**src/sv/gcdl_pkg.sv**
```systemverilog
package gcdl_pkg;

  localparam int UPC_W = 3;

  typedef enum logic [2:0] {
    OP_NOP   = 3'd0,
    OP_HALVE = 3'd1,
    OP_STEIN = 3'd2,
    OP_FIN   = 3'd3,
    OP_DIV   = 3'd4,
    OP_MUL   = 3'd5,
    OP_ZERO  = 3'd6
  } op_t;

  typedef enum logic [2:0] {
    COND_NEXT      = 3'd0,
    COND_GOTO      = 3'd1,
    COND_ZERO_OPND = 3'd2,
    COND_BOTH_EVEN = 3'd3,
    COND_B_NZ      = 3'd4,
    COND_CNT_NLAST = 3'd5,
    COND_OUT_FREE  = 3'd6
  } cond_t;

  typedef struct packed {
    op_t              op;
    cond_t            cond;
    logic [UPC_W-1:0] target;
  } ucw_t;

  typedef struct packed {
    logic load;
    op_t  op;
    logic emit;
  } ctrl_t;

  typedef struct packed {
    logic zero_opnd;
    logic both_even;
    logic b_nz;
    logic cnt_last;
  } stat_t;

  localparam logic [UPC_W-1:0] UPC_CHECK = 3'd0;
  localparam logic [UPC_W-1:0] UPC_HALVE = 3'd1;
  localparam logic [UPC_W-1:0] UPC_STEIN = 3'd2;
  localparam logic [UPC_W-1:0] UPC_FIN   = 3'd3;
  localparam logic [UPC_W-1:0] UPC_DIV   = 3'd4;
  localparam logic [UPC_W-1:0] UPC_MUL   = 3'd5;
  localparam logic [UPC_W-1:0] UPC_ZERO  = 3'd6;
  localparam logic [UPC_W-1:0] UPC_DONE  = 3'd7;

  function automatic ucw_t ucode_rom(input logic [UPC_W-1:0] upc);
    ucw_t w;
    w = '{op: OP_NOP, cond: COND_NEXT, target: UPC_CHECK};
    unique case (upc)
      UPC_CHECK: w = '{op: OP_NOP,   cond: COND_ZERO_OPND, target: UPC_ZERO};
      UPC_HALVE: w = '{op: OP_HALVE, cond: COND_BOTH_EVEN, target: UPC_HALVE};
      UPC_STEIN: w = '{op: OP_STEIN, cond: COND_B_NZ,      target: UPC_STEIN};
      UPC_FIN:   w = '{op: OP_FIN,   cond: COND_NEXT,      target: UPC_CHECK};
      UPC_DIV:   w = '{op: OP_DIV,   cond: COND_CNT_NLAST, target: UPC_DIV};
      UPC_MUL:   w = '{op: OP_MUL,   cond: COND_GOTO,      target: UPC_DONE};
      UPC_ZERO:  w = '{op: OP_ZERO,  cond: COND_NEXT,      target: UPC_CHECK};
      UPC_DONE:  w = '{op: OP_NOP,   cond: COND_OUT_FREE,  target: UPC_DONE};
      default:   w = '{op: OP_NOP,   cond: COND_NEXT,      target: UPC_CHECK};
    endcase
    return w;
  endfunction

endpackage

```
**src/sv/gcd_lcm_unit_core.sv**
```systemverilog
// Channel  Ports                                          Direction
// in       in_valid, in_ready, in_operand_x, in_operand_y  word in
// out      out_valid, out_ready, out_gcd_value,            word out
//          out_lcm_value, out_invalid
//
// One word is worked on at a time. With W = OPERAND_WIDTH, a word with both
// operands nonzero runs the halving and subtraction steps of the binary GCD
// loop and then the one-bit-per-cycle restoring divider for the W-bit
// quotient; a word with a zero operand skips both.
// Reset clears the sequencer and the output valid; the result register lets
// a new word be accepted while the previous result waits for out_ready.
module gcd_lcm_unit_core #(
  parameter int OPERAND_WIDTH = 32
) (
  input  logic        clk,
  input  logic        rst_n,
  input  logic        in_valid,
  output logic        in_ready,
  input  logic [31:0] in_operand_x,
  input  logic [31:0] in_operand_y,
  output logic        out_valid,
  input  logic        out_ready,
  output logic [30:0] out_gcd_value,
  output logic [62:0] out_lcm_value,
  output logic        out_invalid
);

  localparam int W = OPERAND_WIDTH;

  gcdl_pkg::ctrl_t ctrl;
  gcdl_pkg::stat_t stat;
  logic            busy, start, out_free;
  logic [W-1:0]    gcd_raw;
  logic [2*W-1:0]  lcm_mag;
  logic            lcm_neg, both_zero;
  logic [31:0]     gcd_ext;
  logic [63:0]     lcm_ext, lcm_signed;

  logic        out_valid_r, out_valid_nxt;
  logic [30:0] gcd_r, gcd_nxt;
  logic [62:0] lcm_r, lcm_nxt;
  logic        inv_r, inv_nxt;

  assign in_ready = !busy;
  assign start    = in_valid && in_ready;
  assign out_free = !out_valid_r || out_ready;

  gcdl_useq u_useq (
    .clk      (clk),
    .rst_n    (rst_n),
    .start    (start),
    .stat     (stat),
    .out_free (out_free),
    .ctrl     (ctrl),
    .busy     (busy)
  );

  gcdl_dp #(
    .OPERAND_WIDTH (OPERAND_WIDTH)
  ) u_dp (
    .clk          (clk),
    .ctrl         (ctrl),
    .in_operand_x (in_operand_x),
    .in_operand_y (in_operand_y),
    .stat         (stat),
    .gcd_raw      (gcd_raw),
    .lcm_mag      (lcm_mag),
    .lcm_neg      (lcm_neg),
    .both_zero    (both_zero)
  );

  assign gcd_ext    = 32'(gcd_raw);
  assign lcm_ext    = 64'(lcm_mag);
  assign lcm_signed = lcm_neg ? (~lcm_ext + 1'b1) : lcm_ext;

  always_comb begin
    out_valid_nxt = out_valid_r;
    gcd_nxt       = gcd_r;
    lcm_nxt       = lcm_r;
    inv_nxt       = inv_r;
    if (out_valid_r && out_ready) begin
      out_valid_nxt = 1'b0;
    end
    if (ctrl.emit) begin
      out_valid_nxt = 1'b1;
      gcd_nxt       = gcd_ext[31] ? '1 : gcd_ext[30:0];
      lcm_nxt       = lcm_signed[62:0];
      inv_nxt       = both_zero;
    end
  end

  always_ff @(posedge clk) begin
    if (!rst_n) begin
      out_valid_r <= 1'b0;
    end else begin
      out_valid_r <= out_valid_nxt;
    end
  end

  always_ff @(posedge clk) begin
    gcd_r <= gcd_nxt;
    lcm_r <= lcm_nxt;
    inv_r <= inv_nxt;
  end

  assign out_valid     = out_valid_r;
  assign out_gcd_value = gcd_r;
  assign out_lcm_value = lcm_r;
  assign out_invalid   = inv_r;

  a_invalid_zero : assert property (@(posedge clk) disable iff (!rst_n)
    out_valid && out_invalid |-> out_gcd_value == '0 && out_lcm_value == '0)
    else $error("invalid result carries nonzero values");

  a_gcd_nonzero : assert property (@(posedge clk) disable iff (!rst_n)
    out_valid && !out_invalid |-> out_gcd_value != '0)
    else $error("valid operands gave a zero gcd");

  a_one_at_a_time : assert property (@(posedge clk) disable iff (!rst_n)
    start |=> !in_ready)
    else $error("input taken while a word is in progress");

  a_emit_free : assert property (@(posedge clk) disable iff (!rst_n)
    ctrl.emit |-> busy && out_free)
    else $error("result written over a pending word");

endmodule

```
**src/sv/gcdl_useq.sv**
```systemverilog
module gcdl_useq (
  input  logic                clk,
  input  logic                rst_n,
  input  logic                start,
  input  gcdl_pkg::stat_t     stat,
  input  logic                out_free,
  output gcdl_pkg::ctrl_t     ctrl,
  output logic                busy
);

  logic [gcdl_pkg::UPC_W-1:0] upc_r, upc_nxt;
  logic                       busy_r, busy_nxt;
  gcdl_pkg::ucw_t             ucw;
  logic                       take;

  assign ucw = gcdl_pkg::ucode_rom(upc_r);

  always_comb begin
    take = 1'b0;
    case (ucw.cond)
      gcdl_pkg::COND_GOTO:      take = 1'b1;
      gcdl_pkg::COND_ZERO_OPND: take = stat.zero_opnd;
      gcdl_pkg::COND_BOTH_EVEN: take = stat.both_even;
      gcdl_pkg::COND_B_NZ:      take = stat.b_nz;
      gcdl_pkg::COND_CNT_NLAST: take = !stat.cnt_last;
      gcdl_pkg::COND_OUT_FREE:  take = !out_free;
      default:                  take = 1'b0;
    endcase
  end

  always_comb begin
    upc_nxt  = upc_r;
    busy_nxt = busy_r;
    if (!busy_r) begin
      if (start) begin
        busy_nxt = 1'b1;
        upc_nxt  = gcdl_pkg::UPC_CHECK;
      end
    end else if (ucw.cond == gcdl_pkg::COND_OUT_FREE && out_free) begin
      busy_nxt = 1'b0;
    end else if (take) begin
      upc_nxt = ucw.target;
    end else begin
      upc_nxt = upc_r + 1'b1;
    end
  end

  always_ff @(posedge clk) begin
    if (!rst_n) begin
      upc_r  <= gcdl_pkg::UPC_CHECK;
      busy_r <= 1'b0;
    end else begin
      upc_r  <= upc_nxt;
      busy_r <= busy_nxt;
    end
  end

  assign busy      = busy_r;
  assign ctrl.load = start && !busy_r;
  assign ctrl.op   = busy_r ? ucw.op : gcdl_pkg::OP_NOP;
  assign ctrl.emit = busy_r && (ucw.cond == gcdl_pkg::COND_OUT_FREE) && out_free;

endmodule

```
**src/sv/gcdl_dp.sv**
```systemverilog
module gcdl_dp #(
  parameter int OPERAND_WIDTH = 32
) (
  input  logic                       clk,
  input  gcdl_pkg::ctrl_t            ctrl,
  input  logic [31:0]                in_operand_x,
  input  logic [31:0]                in_operand_y,
  output gcdl_pkg::stat_t            stat,
  output logic [OPERAND_WIDTH-1:0]   gcd_raw,
  output logic [2*OPERAND_WIDTH-1:0] lcm_mag,
  output logic                       lcm_neg,
  output logic                       both_zero
);

  localparam int W  = OPERAND_WIDTH;
  localparam int KW = $clog2(W);

  logic [W-1:0]   xw, yw, ax, ay;
  logic [W-1:0]   a_r, a_nxt, b_r, b_nxt, ax_r, ax_nxt, ay_r, ay_nxt;
  logic [W-1:0]   q_r, q_nxt, rem_r, rem_nxt;
  logic [KW-1:0]  k_r, k_nxt, cnt_r, cnt_nxt;
  logic [2*W-1:0] prod_r, prod_nxt;
  logic           neg_r, neg_nxt, inv_r, inv_nxt;
  logic [W:0]     diff_ab, diff_ba, trial, trial_sub;

  assign xw = in_operand_x[W-1:0];
  assign yw = in_operand_y[W-1:0];
  assign ax = xw[W-1] ? (~xw + 1'b1) : xw;
  assign ay = yw[W-1] ? (~yw + 1'b1) : yw;

  assign diff_ab   = {1'b0, a_r} - {1'b0, b_r};
  assign diff_ba   = {1'b0, b_r} - {1'b0, a_r};
  assign trial     = {rem_r, q_r[W-1]};
  assign trial_sub = trial - {1'b0, a_r};

  always_comb begin
    a_nxt    = a_r;
    b_nxt    = b_r;
    ax_nxt   = ax_r;
    ay_nxt   = ay_r;
    q_nxt    = q_r;
    rem_nxt  = rem_r;
    k_nxt    = k_r;
    cnt_nxt  = cnt_r;
    prod_nxt = prod_r;
    neg_nxt  = neg_r;
    inv_nxt  = inv_r;
    if (ctrl.load) begin
      a_nxt   = ax;
      b_nxt   = ay;
      ax_nxt  = ax;
      ay_nxt  = ay;
      k_nxt   = '0;
      neg_nxt = xw[W-1] ^ yw[W-1];
      inv_nxt = (ax == '0) && (ay == '0);
    end else begin
      unique case (ctrl.op)
        gcdl_pkg::OP_NOP: begin
        end
        gcdl_pkg::OP_HALVE: begin
          if (!a_r[0] && !b_r[0]) begin
            a_nxt = a_r >> 1;
            b_nxt = b_r >> 1;
            k_nxt = k_r + 1'b1;
          end
        end
        gcdl_pkg::OP_STEIN: begin
          if (!a_r[0]) begin
            a_nxt = a_r >> 1;
          end else if (!b_r[0]) begin
            b_nxt = b_r >> 1;
          end else if (diff_ba[W]) begin
            a_nxt = b_r;
            b_nxt = diff_ab[W-1:0];
          end else begin
            b_nxt = diff_ba[W-1:0];
          end
        end
        gcdl_pkg::OP_FIN: begin
          a_nxt   = a_r << k_r;
          q_nxt   = ax_r;
          rem_nxt = '0;
          cnt_nxt = '0;
        end
        gcdl_pkg::OP_DIV: begin
          if (!trial_sub[W]) begin
            rem_nxt = trial_sub[W-1:0];
            q_nxt   = {q_r[W-2:0], 1'b1};
          end else begin
            rem_nxt = trial[W-1:0];
            q_nxt   = {q_r[W-2:0], 1'b0};
          end
          cnt_nxt = cnt_r + 1'b1;
        end
        gcdl_pkg::OP_MUL: begin
          prod_nxt = (2*W)'(q_r) * (2*W)'(ay_r);
        end
        gcdl_pkg::OP_ZERO: begin
          a_nxt    = ax_r | ay_r;
          prod_nxt = '0;
        end
        default: begin
        end
      endcase
    end
  end

  always_ff @(posedge clk) begin
    a_r    <= a_nxt;
    b_r    <= b_nxt;
    ax_r   <= ax_nxt;
    ay_r   <= ay_nxt;
    q_r    <= q_nxt;
    rem_r  <= rem_nxt;
    k_r    <= k_nxt;
    cnt_r  <= cnt_nxt;
    prod_r <= prod_nxt;
    neg_r  <= neg_nxt;
    inv_r  <= inv_nxt;
  end

  assign stat.zero_opnd = (ax_r == '0) || (ay_r == '0);
  assign stat.both_even = !a_r[0] && !b_r[0];
  assign stat.b_nz      = (b_r != '0);
  assign stat.cnt_last  = (cnt_r == KW'(W - 1));

  assign gcd_raw   = a_r;
  assign lcm_mag   = prod_r;
  assign lcm_neg   = neg_r;
  assign both_zero = inv_r;

endmodule
```
**config.mk**
```make
export PLATFORM = sky130hd
export DESIGN_NAME = gcd_lcm_unit_core
export DESIGN_NICKNAME = d
export VERILOG_FILES = /design/src/sv/gcdl_pkg.sv /design/src/sv/gcd_lcm_unit_core.sv /design/src/sv/gcdl_useq.sv /design/src/sv/gcdl_dp.sv
export SDC_FILE = /design/constraint.sdc
export NUM_CORES = 2
export LEC_CHECK = 0
export ABC_AREA = 1
export BUFFER_PORTS_ARGS = -buffer_cell sky130_fd_sc_hd__buf_2
export CORE_ASPECT_RATIO = 0.75
export CORE_MARGIN = 1
export CORE_UTILIZATION = 30
export CTS_BUF_LIST = sky130_fd_sc_hd__clkbuf_4
export DETAILED_ROUTE_END_ITERATION = 10
export PLACE_DENSITY_LB_ADDON = 0.1
export SLEW_MARGIN = 0
export SYNTH_ARGS = -nofsm -noshare
export SYNTH_HDL_FRONTEND = slang
export SYNTH_SLANG_ARGS = --single-unit
```
**constraint.sdc**
```tcl
create_clock -name clk -period 10.6 [get_ports clk]
set_input_delay 2.12 -clock clk [delete_from_list [all_inputs] [get_ports clk]]
set_output_delay 2.12 -clock clk [all_outputs]
set_load 0.005 [all_outputs]
```
==> run summary <==
FP Rows: 143
Final core occ: 32.9%
Synth warnings: 0
RSZ-0062 raised after global routing: no
Top cells by count, synth: 2,268 x nand2_1, 1,951 x inv_1, 898 x fa_1
Skew final: 99.7 ps
Critical Path RT: 11,400 ps
Largest net degree at the start of global routing: 71
Layout Cells excl Fill: 11,000
Mapped cell area: 61,900 um2
Vias in the first global route: 55,100
Final nets: 9,591
Area Growth Syn to Fin: 8.24%
Least-Margin Pin Slew: 1300 ps
Die area: 208,000 um2
Ports: 165
Syn Inst Count: 8,252
M3 GR Usage: 6.13%
CP Class: flip-flop to flip-flop
Max-slew headroom: 13.6%
Crit-path leading delay family: adder cells
Die H: 395 um
Syn Area/Cell: 7.50 um2
Cells along the critical path: buf_4 > nand2_1 > inv_1 > fa_1 > fa_1 > inv_1 > fa_1 > fa_1 > inv_1 > fa_1 > fa_1 > fa_1 > fa_1 > ha_1 > a21oi_1 > o21ai_0 > a21oi_1 > o21ai_0 > a21oi_1 > o21ai_0 > a21oi_1
Share of cells above drive strength 1: 6.32%
CTS Root Cell: clkbuf_4
Die width: 526 um
Initial antenna violation count: 20
Syn nets: 9,581
Clock transition at path regs: 80 ps
Grt total ovfl: 0
Max Cap Violations: 0
Vias: 54,200
Fin crit share: 81.9%
Dpl hpwl: 213,000 um
Clock Sinks: 376
I/O Buffers: 164
Post-Route WL: 262,000 um
Fmax: 115 MHz
Synth Register Bits: 376
Synth cell types: 63
Sequential area share after synthesis: 17.9%
Most used flip-flop cell after synthesis: edfxtp_1
Dominant cell type by area after synthesis: fa_1
Status: complete, no violations
First-pass GRT wire length: 384,000 um
CTS tree: yes
EDFF count, synth: 357
Initial Util: 30.4%
Cells after DPL: 10,800
H-tree levels: 3
Worst Hold Class: flip-flop to flip-flop
Core box area: 204,000 um2
Top cells by area, synth: fa_1 29%, edfxtp_1 17%, nand2_1 14%
Global-route layer with the greatest usage: met1
Met2 global-route usage: 33.7%
Cts hold-fix bufs: 0
WP depth: 21
Met1 usage: 40.6%
Setup Buffers After CTS: 0
Critical path buffer and inverter count: 4
Slowest CP cell: edfxtp_1
First-pass DRT Iterations: 5
Slew Viols, Final: 0
Final Critical Period: 8680 ps
Post_cts resized: 0
Critical-path maximum fanout: 18
FFs w/ async S/R, synth: 0%
DR iter-0 viols: 5,498
Post-route ant nets: 0
Wire length per cell: 23.8 um
Worst-skew pair later-pin latency: 1100 ps
CP endpoint kind: flip-flop
Area fraction of the dominant cell type after synthesis: 29.1%
Filler cells: 22,100
CP dominant cell by count: fa_1
Worst hold stages: 0
Total GRT Usage: 25.3%
Final setup viols: 0
Clock Path Buffers: 3
Worst Path Arrival: 9480 ps
Setup crit start kind: flip-flop
Setup TNS: 0 ps
Max incr delay on CP: 1040 ps
Drt drc: 0
CTS buffer count: 108
Final hold vios: 0
Worst reg-to-reg path cell count: 21
GP Congestion: 0.982
Top-count cell post-synth: nand2_1
Via-to-Cell Ratio: 4.91
[cell type report]
class / count / area (um2) / area share, %
tap: 2682 / 3360 / 5.01
inverter: 1960 / 7360 / 11.0
timing repair buffer: 292 / 1830 / 2.74
clock buffer: 141 / 1060 / 1.58
antenna: 8 / 20.0 / 0.0299
clock inverter: 59 / 370 / 0.553
sequential: 376 / 11100 / 16.6
multi-input combinational: 5524 / 41900 / 62.5
[registers in the layout, indices dropped and copies added, names as in the netlist, 9 cells and up]
register       cells
u_dp.b_r          32
u_dp.rem_r        32
u_dp.ax_r         32
u_useq.ucw         9
u_dp.ay_r         32
u_dp.gcd_raw      32
out_gcd_value     31
out_lcm_value     63
u_dp.q_r          32
u_dp.lcm_mag      63
[routing by layer]
metal	vias up	wire length (um)
met4	2	3700
met5	-	11
met1	27000	135000
li1	24800	-
met3	218	24900
met2	2124	98300
[cell usage in the layout (no fill, tap or decap), types with 15 or more instances in the layout]
cell type  count
a21o_1        32
a21oi_1      251
a31oi_1       26
buf_2        164
buf_4        124
clkbuf_4     141
clkinv_1      36
clkinv_2      16
dfxtp_1       18
edfxtp_1     357
fa_1         898
ha_1         363
inv_1       1949
mux2i_1       15
nand2_1     2265
nand3_1      246
nand4_1       41
nor2_1       561
nor3_1        55
nor4_1        34
o211ai_1      53
o21a_1        15
o21ai_0      331
o21ai_1       24
o21bai_1      23
or2_2         15
xnor2_1       38
xor2_1       125
[metrics by stage]
step	setup WS (ps)	hold slack (ps)	cell area, um2
6_report	1920	436	67000
5_1_grt	1770	469	67000
2_1_floorplan	3970	400	61900
4_1_cts	2160	440	66900
3_5_place_dp	2220	422	65500
3_3_place_gp	2160	438	65500
[final timing paths]
check	from	slack, ps	end
worst max register to register	u_dp.q_r[13]	1920	u_dp.lcm_mag[32]
worst max-delay path	u_dp.q_r[13]	1920	u_dp.lcm_mag[32]
worst min-delay path	u_dp.both_zero	440	out_invalid
worst min register to register	u_dp.both_zero	440	out_invalid
[cells by family (layout without fill, tap and decap cells)]
group,count (synthesis),after routing,share of synthesized area (%)
other cells,0,8,0
simple gates,3272,3272,21.2
xor+xnor,163,163,2.31
mux,15,15,0.243
fa+ha+maj,1261,1261,36.4
buf+inv,2352,2452,14.5
flops,376,376,17.9
compound gates,813,813,7.45
[worst register-to-register path: cells and delay by family, from the launching register on]
family / cells / cell delay [ps]
fa+ha+maj: 9 / 4460
compound gates: 7 / 2150
flops: 1 / 1040
buf+inv: 4 / 660
simple gates: 1 / 100
Power is not shown: default switching activity piles up to over one toggle a cycle in this logic, so the estimate is an artifact.
